`src/sv/slc_pkg.sv`:
```
package slc_pkg;

   localparam int ID_W         = 64;
   localparam int HANDLE_W     = 32;
   localparam int NUM_SHARDS_W = 4;
   localparam int CAPACITY_W   = 5;
   localparam int CSR_W        = 5;
   localparam int CSR_IDX_W    = 1;

   localparam logic [CSR_IDX_W-1:0] CSR_NUM_SHARDS     = 1'b0;
   localparam logic [CSR_IDX_W-1:0] CSR_SHARD_CAPACITY = 1'b1;

   localparam logic OP_GET = 1'b0;
   localparam logic OP_PUT = 1'b1;

   typedef enum logic [1:0] {
      ST_IDLE,
      ST_MOD,
      ST_UPDATE
   } state_type;

   typedef struct packed {
      logic                op;
      logic [ID_W-1:0]     shard_id;
      logic [HANDLE_W-1:0] handle_in;
   } req_type;

   typedef struct packed {
      logic                hit;
      logic [HANDLE_W-1:0] handle_out;
      logic                evicted;
      logic [HANDLE_W-1:0] evicted_handle;
   } rsp_type;

   typedef struct packed {
      logic commit;
      logic put;
      logic hit;
      logic evict;
   } cell_ctl_type;

   typedef struct packed {
      logic                found;
      logic [HANDLE_W-1:0] hit_handle;
      logic [HANDLE_W-1:0] ev_handle;
   } chain_type;

endpackage

```
`src/sv/slc_mod.sv`:
```
module slc_mod
   import slc_pkg::*;
#(
   parameter int N_W = 4
)
(
   input  logic            clock,
   input  logic            reset,
   input  logic            start,
   input  logic [ID_W-1:0] id,
   input  logic [N_W-1:0]  divisor,
   output logic            done,
   output logic [N_W-1:0]  residue
);

   localparam int DIGIT_W = 8;
   localparam int DIGITS  = ID_W / DIGIT_W;
   localparam int CNT_W   = $clog2(DIGITS);

   logic             busy_ff, busy_in;
   logic             done_ff, done_in;
   logic [CNT_W-1:0] cnt_ff, cnt_in;
   logic [ID_W-1:0]  sr_ff, sr_in;
   logic [N_W-1:0]   r_ff, r_in;
   logic [N_W-1:0]   r_step;

   // one byte per cycle, msb first, restoring reduction bit by bit
   always_comb begin : digit_step
      logic [N_W:0]   t;
      logic [N_W-1:0] r;
      r = r_ff;
      for (int b = 0; b < DIGIT_W; b++) begin
         t = {r, sr_ff[ID_W-1-b]};
         if (t >= {1'b0, divisor}) begin
            t = t - {1'b0, divisor};
         end
         r = t[N_W-1:0];
      end
      r_step = r;
   end

   always_comb begin
      busy_in = busy_ff;
      done_in = 1'b0;
      cnt_in  = cnt_ff;
      sr_in   = sr_ff;
      r_in    = r_ff;
      if (start) begin
         busy_in = 1'b1;
         cnt_in  = '0;
         sr_in   = id;
         r_in    = '0;
      end else if (busy_ff) begin
         r_in   = r_step;
         sr_in  = sr_ff << DIGIT_W;
         cnt_in = cnt_ff + 1'b1;
         if (cnt_ff == CNT_W'(DIGITS - 1)) begin
            busy_in = 1'b0;
            done_in = 1'b1;
         end
      end
   end

   always_ff @(posedge clock) begin
      if (reset) begin
         busy_ff <= 1'b0;
         done_ff <= 1'b0;
         cnt_ff  <= '0;
         r_ff    <= '0;
      end else begin
         busy_ff <= busy_in;
         done_ff <= done_in;
         cnt_ff  <= cnt_in;
         r_ff    <= r_in;
      end
   end

   always_ff @(posedge clock) begin
      sr_ff <= sr_in;
   end

   assign done    = done_ff;
   assign residue = r_ff;

endmodule

```
`config.mk`:
```
export PLATFORM = sky130hd
export DESIGN_NAME = slc_mod
export DESIGN_NICKNAME = d
export VERILOG_FILES = /design/src/sv/slc_pkg.sv /design/src/sv/slc_mod.sv
export SDC_FILE = /design/constraint.sdc
export NUM_CORES = 1
export LEC_CHECK = 0
export BUFFER_PORTS_ARGS = -buffer_cell sky130_fd_sc_hd__buf_2
export CAP_MARGIN = 10
export CELL_PAD_IN_SITES_DETAIL_PLACEMENT = 0
export CELL_PAD_IN_SITES_GLOBAL_PLACEMENT = 2
export CORE_MARGIN = 5
export CORE_UTILIZATION = 41
export DETAILED_ROUTE_END_ITERATION = 8
export PLACE_DENSITY_LB_ADDON = 0.1
export SKIP_CTS_REPAIR_TIMING = 1
export SLEW_MARGIN = 30
export SYNTH_ARGS = -nofsm -noshare
export SYNTH_HDL_FRONTEND = slang
export SYNTH_SLANG_ARGS = --single-unit
export TNS_END_PERCENT = 1
```
`constraint.sdc`:
```
create_clock -name clock -period 19.4 [get_ports clock]
set_clock_uncertainty 0.1 [all_clocks]
set_input_delay 0 -clock clock [delete_from_list [all_inputs] [get_ports clock]]
set_output_delay 0 -clock clock [all_outputs]
set_load 0.03 [all_outputs]
```
==> run metrics <==
Min Clock Period, post-route=14060 ps; final worst path period share=72.5%; Die Area=0.0138 mm²; initial antenna violation count=0; Synth Instances=387; row cnt=39; Slew Limit Fails=0; Post-Route WL=10100 µm; vias per cell=5.00; area delta synth->final=30.5%; setup_tns=0 ps; hold crit path type=in -> reg; total of max-cap violations=0; Synth Cell Area=0.00473 mm²; Ys Warns=0; vias in the first global route=3242; CP endpoint kind=register; final setup fails=0; via total after detailed routing=3380; Relative slew margins=41.4%; HP Start=reset; port bufs=75; Post-synth EDFFs=64; antenna cells=0; DRT antenna net count=0; RSZ-0062 raised after global routing=no; largest net degree at the start of global routing=69; RR Startpoint=residue[1]$_SDFFE_PP0P_; fmax=71.1 MHz; drc violations=0; final net count=642; Initial Util=41.6%; DP Wirelength=6950 µm; register bit total from synthesis=73; ys async rst share=0%; Hold Path Depth=3; CTS HTree Levels=3; total grt overflow=0; status=complete, no violations; detailed-route wire length per cell=14.9 µm; share of cells above drive strength 1=31.5%; clock-pin slew on the worst setup and hold paths=50 ps; Tot GR Track Use=14.0%; Worst path slowest cell=mux2i_1; syn avg cell area=12.2 µm²; WP data required=19570 ps; dpl cells=595; most used cell, CP=a21oi_1; final worst setup slack=5340 ps; worst reg2reg setup slack=5340 ps; TritonRoute pass-1 iters=4; CP Launch Type=register; reg2reg path depth=61; Hold Vio Cnt, Final=0; hold endpoint=busy_ff$_SDFF_PP0_; first-pass GRT wire length=15800 µm; delay of the slowest critical-path stage=710 ps; Die Ht=117 µm; die width=117 µm; root buffer cell=clkbuf_16; Yosys cell types=50; Synth Flop Type=edfxtp_1; sequential area share after synthesis=44.5%; GPL Wtd Cong=0.833; FF-to-FF End=residue[2]$_SDFFE_PP0P_; Place WS=5080 ps; Core Util, Final=54.2%; Synth Net Count=501; number of clock sinks=73; I/O pin total=76; Clk Latency, worst-skew pair=330 ps; CTS Buf Count=9; worst-path maximum fanout=13; drt initial violations=154; worst setup path class=reg -> reg; Least-Margin Pin Slew=854 ps; fill cell count=982; critical path arrival=14230 ps; Layout Cells excl Fill=676; CTS max path bufs=2; core area=0.0114 mm²; CTS tree=yes
-- critical path: cells and delay by family, from the launching register on --
family	cells	cell delay (ps)
buf+inv	3	250
simple gates	12	2140
mux	5	2020
fa+ha+maj	8	2270
compound gates	33	6860
flops	1	350
-- cells by family after synthesis --
logic type               share of synthesized area [%]
multiplexers                                      17.2
flip-flops                                        44.5
AO/OA/AOI/OAI                                     11.2
AND/OR/NAND/NOR                                   8.05
buffers and inverters                             3.63
adder cells (fa/ha/maj)                           12.7
XOR/XNOR                                          2.78
-- metal layers --
layer / track usage (%) / part of all wire (%)
met1: 17.5 / 45
met2: 22.2 / 49
met3: 5.29 / 4.3
met4: 4.93 / 1.7
met5: 0 / 0
-- Yosys cell counts, types with 2 or more instances --
library cell | number | area [µm²]
xor2_1 | 7 | 61.3
o21ai_0 | 16 | 80.1
nor3b_1 | 3 | 22.5
nand2b_1 | 9 | 56.3
a211o_1 | 3 | 26.3
a41oi_1 | 2 | 17.5
ha_1 | 35 | 438
and3_1 | 5 | 31.3
nand4b_1 | 2 | 17.5
o21a_1 | 4 | 30.0
mux2i_1 | 11 | 110
inv_1 | 30 | 113
dfxtp_1 | 9 | 180
buf_2 | 2 | 10.0
a21o_1 | 10 | 75.1
and2_1 | 10 | 62.6
nor2b_1 | 4 | 25.0
a21oi_1 | 19 | 95.1
edfxtp_1 | 64 | 1920
clkbuf_1 | 4 | 15.0
mux2_2 | 61 | 687
fa_1 | 8 | 160
o221ai_1 | 3 | 26.3
nand3_1 | 3 | 15.0
nor3_1 | 2 | 10.0
o31ai_1 | 2 | 15.0
nand4_1 | 3 | 18.8
buf_1 | 5 | 18.8
nor2_1 | 14 | 52.6
or2_2 | 3 | 18.8
xnor2_1 | 8 | 70.1
nand2_1 | 8 | 30.0
-- cells in the final DEF (no fill, tap or decap), types with 3 or more instances in the layout --
master | synthesis | final
buf_2 | 2 | 75
dlygate4sd3_1 | 0 | 65
edfxtp_1 | 64 | 64
mux2_2 | 61 | 61
ha_1 | 35 | 35
inv_1 | 30 | 30
a21oi_1 | 19 | 19
o21ai_0 | 16 | 16
nor2_1 | 14 | 14
mux2i_1 | 11 | 11
and2_1 | 10 | 10
a21o_1 | 10 | 10
nand2b_1 | 9 | 9
dfxtp_1 | 9 | 9
clkbuf_16 | 0 | 9
nand2_1 | 8 | 8
xnor2_1 | 8 | 8
fa_1 | 8 | 8
xor2_1 | 7 | 7
and3_1 | 5 | 5
nor2b_1 | 4 | 4
o21a_1 | 4 | 4
nor3b_1 | 3 | 3
a211o_1 | 3 | 3
nand3_1 | 3 | 3
nand4_1 | 3 | 3
or2_2 | 3 | 3
clkinv_2 | 0 | 3
-- worst max path at each step --
stage                                  startpoint                 endpoint  depth (start not counted)
after floorplan           residue[2]$_SDFFE_PP0P_  residue[2]$_SDFFE_PP0P_                         63
after global placement                 divisor[1]  residue[2]$_SDFFE_PP0P_                         63
after detailed placement               divisor[1]  residue[2]$_SDFFE_PP0P_                         63
after CTS                 residue[1]$_SDFFE_PP0P_  residue[2]$_SDFFE_PP0P_                         61
after global routing      residue[1]$_SDFFE_PP0P_  residue[2]$_SDFFE_PP0P_                         61
final                     residue[1]$_SDFFE_PP0P_  residue[2]$_SDFFE_PP0P_                         61
-- sequential cells by signal (all words and copies together) (netlist names) --
signal	cells
busy_ff	1
done	1
cnt_ff	3
residue	4
sr_ff	64
-- area by class of cell --
| cell class | instances | area [µm²] | share of cell area, % |
|---|---|---|---|
| tap | 143 | 179 | 2.90 |
| inverter | 31 | 116 | 1.89 |
| sequential | 73 | 2100 | 34.1 |
| clock buffer | 9 | 225 | 3.65 |
| timing repair buffer | 142 | 1040 | 16.9 |
| clock inverter | 7 | 43.8 | 0.710 |
| multi-input combinational | 271 | 2460 | 39.9 |
-- stage by stage --
stage          hold WS [ps]  cell area, µm²
6_report                292            6170
5_1_grt                 288            6170
4_1_cts                -258            5520
3_5_place_dp           97.6            5250
3_3_place_gp           96.5            5240
2_1_floorplan         -27.6            4730
Power is not shown: default switching activity piles up to over one toggle a cycle in this logic, so the estimate is an artifact.
