===== config.mk =====
export PLATFORM = sky130hd
export DESIGN_NAME = slc_cell
export DESIGN_NICKNAME = d
export VERILOG_FILES = /design/src/sv/slc_pkg.sv /design/src/sv/slc_cell.sv
export SDC_FILE = /design/constraint.sdc
export NUM_CORES = 1
export LEC_CHECK = 0
export BUFFER_PORTS_ARGS = -buffer_cell sky130_fd_sc_hd__buf_2
export CORE_MARGIN = 8
export CORE_UTILIZATION = 25
export CTS_CLUSTER_DIAMETER = 200
export CTS_CLUSTER_SIZE = 12
export DETAILED_ROUTE_END_ITERATION = 7
export PLACE_DENSITY = 0.38
export SLEW_MARGIN = 30
export SYNTH_ARGS = -nofsm -noshare
export SYNTH_HDL_FRONTEND = slang
export SYNTH_SLANG_ARGS = --single-unit

===== constraint.sdc =====
create_clock -name clock -period 22.4 [get_ports clock]
set_input_delay 2.24 -clock clock [delete_from_list [all_inputs] [get_ports clock]]
set_output_delay 2.24 -clock clock [all_outputs]
set_load 0.05 [all_outputs]

===== src/sv/slc_pkg.sv =====
package slc_pkg;

   localparam int ID_W         = 64;
   localparam int HANDLE_W     = 32;
   localparam int NUM_SHARDS_W = 4;
   localparam int CAPACITY_W   = 5;
   localparam int CSR_W        = 5;
   localparam int CSR_IDX_W    = 1;

   localparam logic [CSR_IDX_W-1:0] CSR_NUM_SHARDS     = 1'b0;
   localparam logic [CSR_IDX_W-1:0] CSR_SHARD_CAPACITY = 1'b1;

   localparam logic OP_GET = 1'b0;
   localparam logic OP_PUT = 1'b1;

   typedef enum logic [1:0] {
      ST_IDLE,
      ST_MOD,
      ST_UPDATE
   } state_type;

   typedef struct packed {
      logic                op;
      logic [ID_W-1:0]     shard_id;
      logic [HANDLE_W-1:0] handle_in;
   } req_type;

   typedef struct packed {
      logic                hit;
      logic [HANDLE_W-1:0] handle_out;
      logic                evicted;
      logic [HANDLE_W-1:0] evicted_handle;
   } rsp_type;

   typedef struct packed {
      logic commit;
      logic put;
      logic hit;
      logic evict;
   } cell_ctl_type;

   typedef struct packed {
      logic                found;
      logic [HANDLE_W-1:0] hit_handle;
      logic [HANDLE_W-1:0] ev_handle;
   } chain_type;

endpackage


===== src/sv/slc_cell.sv =====
module slc_cell
   import slc_pkg::*;
#(
   parameter int SHARDS = 8,
   parameter int SLOT   = 0,
   parameter int FILL_W = 5,
   parameter int HW     = 32
)
(
   input  logic                                clock,
   input  logic [(SHARDS > 1 ? $clog2(SHARDS) : 1)-1:0] shard,
   input  logic [ID_W-1:0]                     key,
   input  logic [FILL_W-1:0]                   fill,
   input  cell_ctl_type                        ctl,
   input  chain_type                           chain_in,
   input  logic [ID_W-1:0]                     nbr_id,
   input  logic [HW-1:0]                       nbr_handle,
   output logic [ID_W-1:0]                     rd_id,
   output logic [HW-1:0]                       rd_handle,
   output chain_type                           chain_out
);

   localparam logic [FILL_W-1:0] SLOT_AT   = FILL_W'(SLOT);
   localparam logic [FILL_W-1:0] SLOT_NEXT = FILL_W'(SLOT + 1);

   logic [ID_W-1:0] id_ff     [SHARDS];
   logic [HW-1:0]   handle_ff [SHARDS];
   logic [ID_W-1:0] rd_id_ff;
   logic [HW-1:0]   rd_handle_ff;

   logic                valid;
   logic                match;
   logic                wr;
   logic [HANDLE_W-1:0] handle_ext;

   assign valid      = SLOT_AT < fill;
   assign match      = valid && (rd_id_ff == key);
   assign handle_ext = HANDLE_W'(rd_handle_ff);

   assign chain_out.found      = chain_in.found | match;
   assign chain_out.hit_handle = chain_in.hit_handle |
                                 ((match && !chain_in.found) ? handle_ext : '0);
   assign chain_out.ev_handle  = chain_in.ev_handle |
                                 ((SLOT_NEXT == fill) ? handle_ext : '0);

   // put shifts everything kept, get shifts up to and including the hit
   always_comb begin
      if (ctl.put) begin
         wr = ctl.commit && (valid || (!ctl.evict && (SLOT_AT == fill)));
      end else begin
         wr = ctl.commit && ctl.hit && !chain_in.found;
      end
   end

   always_ff @(posedge clock) begin
      if (wr) begin
         id_ff[shard]     <= nbr_id;
         handle_ff[shard] <= nbr_handle;
      end
      rd_id_ff     <= id_ff[shard];
      rd_handle_ff <= handle_ff[shard];
   end

   assign rd_id     = rd_id_ff;
   assign rd_handle = rd_handle_ff;

endmodule


==> qor.txt, run 1 <==
status: finished, final reports clean
grt met3 use: 3.99%
Worst-path clk slew: 0.07 ns
Mean Syn Cell Area: 18.3 um^2
switching share of total power: 24.9%
overall power: 3.44 mW
Sw Pwr: 0.857 mW
r2r setup slk: 21.37 ns
area of the core: 0.123 mm^2
Final Max Tran Viols: 0
post-CTS sizing: 0
GRT Residual Overflow: 0
Arr. time, crit path: 5.38 ns
Post-Syn Area: 0.0308 mm^2
port bufs: 398
die area: 0.135 mm^2
largest fanout on the critical path: 21
I/O pins: 399
clock buffer depth: 3
Pint: 2.59 mW
die width: 367 um
sequential share of power: 53.5%
cts hold-fix bufs: 0
Final Setup Violations: 0
vias post-DR: 17.6k
first-pass GRT wire length: 146,000 um
Place WS: 14.59 ns
Tmin final: 7.62 ns
Final Skew: 0.0202 ns
Post-CTS Repair Setup Buffers: 0
antenna viol nets, final: 0
CP endpoint kind: primary output
worst vdd ir: 0.0577 mV
clock share of power: 37.7%
Syn Nets: 1,921
final setup margin: 14.78 ns
Leakage: 12.4 nW
GR peak layer: met2
wire length per cell: 27.4 um
root buffer cell: clkbuf_16
DR DRC count: 0
post-synthesis sequential area ratio: 81.0%
Hold WC Path Type: register to register
area grow syn2layout: 21.0%
post-DP HPWL: 60,300 um
Clock Latency Late Sink: 0.66 ns
Max Fclk: 131 MHz
clock sinks: 864
initial drt markers: 1,264
MaxCap Viol Count: 0
M2 GR Usage: 24.7%
Worst Path Required: 20.16 ns
worst rel slew slack: 34.1%
gr usage total: 15.0%
first-pass iteration count of the detailed router: 5
final WL: 105,000 um
vias in the first global route: 18.6k
cts bufs inserted: 81
ratio of cells with drive above 1 in the final layout: 26.7%
largest net degree at the start of global routing: 97
pwr dens: 92.3 mW/mm^2
RSZ-0062 raised after global routing: no
met1 Use GR: 19.6%
Worst Tran Pin Value: 0.981 ns
routability cong.: 0.761
Die H: 367 um
CP Launch Type: input pin
htree depth: 3
Worst Path Class, Setup: input pin to primary output
Yosys top cell by area: edfxtp_1
effective utilization at floorplan: 25.1%
Nets: 2,340
post-synthesis cell count: 1,683
Comb pwr share: 8.8%
top cell type's share of synthesized area: 74.8%
Via density: 4.60
Synth Warn #: 0
top cells by area, synth: edfxtp_1 75%, a22oi_1 9.3%, dfxtp_1 6.2%
Final period util: 34.0%
setup_tns: 0 ns
Distinct cells, synth: 32
Yosys reg bits: 864
Row Count: 129
CTS tree: built
Final Hold Fails: 0
initial antenna violation count: 39
-- cell type report --
type,instances,area (um^2)
fill,12200,85700
clock inverter,4,68.8
multi-input combinational,655,5270
tap,1637,2050
clock buffer,142,2320
timing repair buffer,435,2340
sequential,864,25000
inverter,65,244
antenna,16,40.0
-- worst paths after layout --
kind | startpoint | end | cells after the start
worst max-delay path | key[2] | chain_out[33] | 8
worst min-delay path | handle_ff[0][30] | rd_handle[30] | 2
worst max register to register | handle_ff[0][26] | rd_handle[26] | 2
worst min register to register | handle_ff[0][30] | rd_handle[30] | 2
-- sequential cells by signal, indices dropped and copies added, names as in the netlist --
name       flops
id_ff        512
rd_id         64
rd_handle     32
handle_ff    256
-- kinds of logic (layout without fill, tap and decap cells) --
kind of cell	after synthesis	after routing	share of synthesized area (%)
other	0	16	0
buffers and inverters	164	646	2.29
AND/OR/NAND/NOR	140	140	2.98
XOR/XNOR	64	64	1.82
AO/OA/AOI/OAI	451	451	11.9
flip-flops	864	864	81.0
-- power by group through the flow --
stage / Sequential [mW] / Combinational [mW] / Clock [mW]
finish: 1.84 / 0.302 / 1.30
global route: 1.85 / 0.321 / 1.40
CTS: 1.84 / 0.310 / 1.35
detailed placement: 1.88 / 0.309 / 0
global placement: 1.88 / 0.307 / 0
floorplan: 1.94 / 0.103 / 0
-- critical path, cell delays in order --
cell	delay [ns]
buf_2	0.10
xnor2_1	0.77
nand4_1	0.20
nor4_2	0.46
nand4_4	0.54
buf_12	0.38
o41ai_1	0.28
buf_2	0.33
-- synthesized netlist by cell type --
cell and count:
edfxtp_1 768, a22oi_1 384, nand4_1 109, dfxtp_1 96
inv_1 65, clkbuf_1 55, xnor2_1 52, buf_2 33
a21o_1 32, o41ai_2 26, xor2_1 12, and3_1 7
buf_6 6, buf_1 4, nor4_2 4, nand2_1 3
nor2_1 3, nor3b_2 3, nor4_1 3, o41ai_1 3
o41ai_4 3, nor3_1 2, a21oi_1 1, a31oi_1 1
and2_1 1, and3b_1 1, buf_4 1, nand3_2 1
nand4_2 1, nor2b_1 1, nor3_2 1, o21ai_0 1
-- placed cells by master (no fill, tap or decap), drive strengths merged --
master	synthesis	final
nor2	3	3
nor4	7	7
xor2	12	12
a22oi	384	384
edfxtp	768	768
nor2b	1	1
dfxtp	96	96
xnor2	52	52
diode	0	16
a21o	32	32
nand2	3	3
o41ai	32	32
buf	44	435
clkinv	0	3
inv	65	66
and2	1	1
and3	7	7
nand3	1	1
nor3b	3	3
a31oi	1	1
clkbuf	55	142
nand4	110	110
and3b	1	1
o21ai	1	1
nor3	3	3
a21oi	1	1
-- layer usage --
| layer | share of wire [%] | vias to the layer above |
|---|---|---|
| met4 | 2.0 | 26 |
| met1 | 44 | 9085 |
| li1 | - | 7774 |
| met5 | 0.16 | - |
| met2 | 47 | 532 |
| met3 | 6.8 | 143 |
-- stage by stage --
stage                     cell area, um^2  instances  hold WS (ns)  utilization (%)
after CTS                           37200       3801         0.466             30.3
after global routing                37300       3803         0.498             30.3
after global placement              34800       3653         0.462             28.3
after detailed placement            34900       3655         0.463             28.3
after floorplan                     30800       1683         0.444                -
final                               37300       3818         0.466             30.3
(Power assumes the default switching activity.)
==> run 2: changes to the inputs <==
==> constraint.sdc (replaced) <==
create_clock -name clock -period 7.45 [get_ports clock]
set_input_delay 0.745 -clock clock [delete_from_list [all_inputs] [get_ports clock]]
set_output_delay 0.745 -clock clock [all_outputs]
set_load 0.05 [all_outputs]
==> run 2 against run 1 <==
  * Non-clock buffer count down 3
  * Combinational power increased to 3.0 times the previous value
  * Global-route usage is essentially flat
  * Critical path depth is 1 lower
  * Clock power grew to 3.0 times the previous value
==> qor.txt, run 2 (synthesized netlist as in run 1, its figures left out) <==
wire length per cell: 27.3 um
Multi-input gate area: 0.00525 mm^2
Post-CTS Repair Setup Buffers: 0
Arr. time, crit path: 4.06 ns
initial antenna violation count: 40
Row Count: 129
final WL: 104,000 um
largest net degree at the start of global routing: 97
most frequent cells in the layout: 768 x edfxtp_1, 398 x buf_2, 384 x a22oi_1, 109 x nand4_1, 96 x dfxtp_1
Leakage: 12.4 nW
vias in the first global route: 18.6k
worst rel slew slack: 34.8%
Die H: 367 um
clock buffer depth: 3
Tmin final: 4.80 ns
RSZ-0062 raised after global routing: no
largest reg by FF count: id_ff
Hold Slack: 0.361 ns
I/O pins: 399
ratio of cells with drive above 1 in the final layout: 26.4%
Layout fillers: 12.2k
Util after Layout: 30.3%
Via density: 4.61
port bufs: 398
first-pass GRT wire length: 146,000 um
metal2 WL: 50,100 um
hold path depth: 1
post-CTS sizing: 0
routability cong.: 0.773
largest fanout on the critical path: 33
root buffer cell: clkbuf_16
Worst Tran Pin Value: 0.979 ns
first-pass iteration count of the detailed router: 5
DR DRC count: 0
Worst Path Class, Setup: register to primary output
Hold WC Path Type: input pin to register
commonest non-fill, non-tap cell in the layout: edfxtp_1
die area: 0.135 mm^2
cts hold-fix bufs: 0
MaxCap Viol Count: 0
top sig layer: met5
FF-to-FF path depth: 2
worst vdd ir: 0.163 mV
Clock Latency Late Sink: 0.65 ns
placed cells: 3,652
status: finished, final reports clean
CP Launch Type: register
vias post-DR: 17.6k
met3 wire len: 7590 um
gr usage total: 14.9%
die width: 367 um
Worst Path Required: 6.70 ns
Critical-path top delay cell: xnor2_1
cts bufs inserted: 81
CP endpoint kind: primary output
crit-path max cell delay: 0.75 ns
clock sinks: 864
Worst-path clk slew: 0.06 ns
Final period util: 64.5%
htree depth: 3
area grow syn2layout: 21.0%
Nets: 2,337
Final Setup Violations: 0
initial drt markers: 1,130
register area: 0.0250 mm^2
number of flip-flops in the largest register: 512
antenna viol nets, final: 0
Final Max Tran Viols: 0
pwr dens: 277 mW/mm^2
CTS tree: built
Final Skew: 0.0212 ns
Post-Layout Cell Count: 3,817
effective utilization at floorplan: 25.1%
r2r setup slk: 6.31 ns
crit path cell chain: xnor2_1 -> nand4_1 -> nor4_2 -> nand3_2 -> buf_4 -> o41ai_1 -> buf_2
Final Hold Fails: 0
area of the core: 0.123 mm^2
Max Fclk: 208 MHz
wl on met1: 44,600 um
post-DP HPWL: 59,000 um
GRT Residual Overflow: 0
run 2: layout make-up:
type	count	area share (%)
Inverter	65	0.654
Clock inverter	5	0.198
Timing Repair Buffer	432	6.44
Multi-Input combinational cell	655	14.1
Sequential cell	864	66.9
Clock buffer	145	6.13
Antenna cell	14	0.0939
Tap cell	1637	5.49
run 2: layer usage:
metal | vias to the layer above | track usage, %
met5 | - | 0
met4 | 24 | 3.27
met3 | 125 | 4.49
met2 | 534 | 24.9
met1 | 9150 | 19.2
li1 | 7781 | -
run 2: critical path: cells and delay by family (launching register included):
family	cells	cell delay, ns
AO/OA/AOI/OAI	1	0.48
XOR/XNOR	1	0.75
buffers and inverters	2	0.65
flip-flops	1	0.32
AND/OR/NAND/NOR	3	1.09
run 2: per-stage QoR:
stage	setup slack, ns	power [mW]	area [um^2]	TNS, ns
3_3_place_gp	2.52	6.57	34800	0
6_report	2.65	10.3	37300	0
5_1_grt	2.54	10.7	37300	0
2_1_floorplan	-1.10	6.13	30800	-210.57
3_5_place_dp	2.65	6.58	34900	0
4_1_cts	2.45	10.5	37300	0
run 2: worst paths after layout:
path	start	endpoint
worst max-delay path	rd_id[0]	chain_out[32]
worst min-delay path	nbr_id[30]	id_ff[5][30]
worst max register to register	id_ff[2][63]	rd_id[63]
worst min register to register	handle_ff[3][10]	rd_handle[10]
run 2: where the power goes:
part | internal, mW | switching (mW)
clock network | 2.08 | 1.79
registers | 5.44 | 0.0952
logic | 0.223 | 0.686
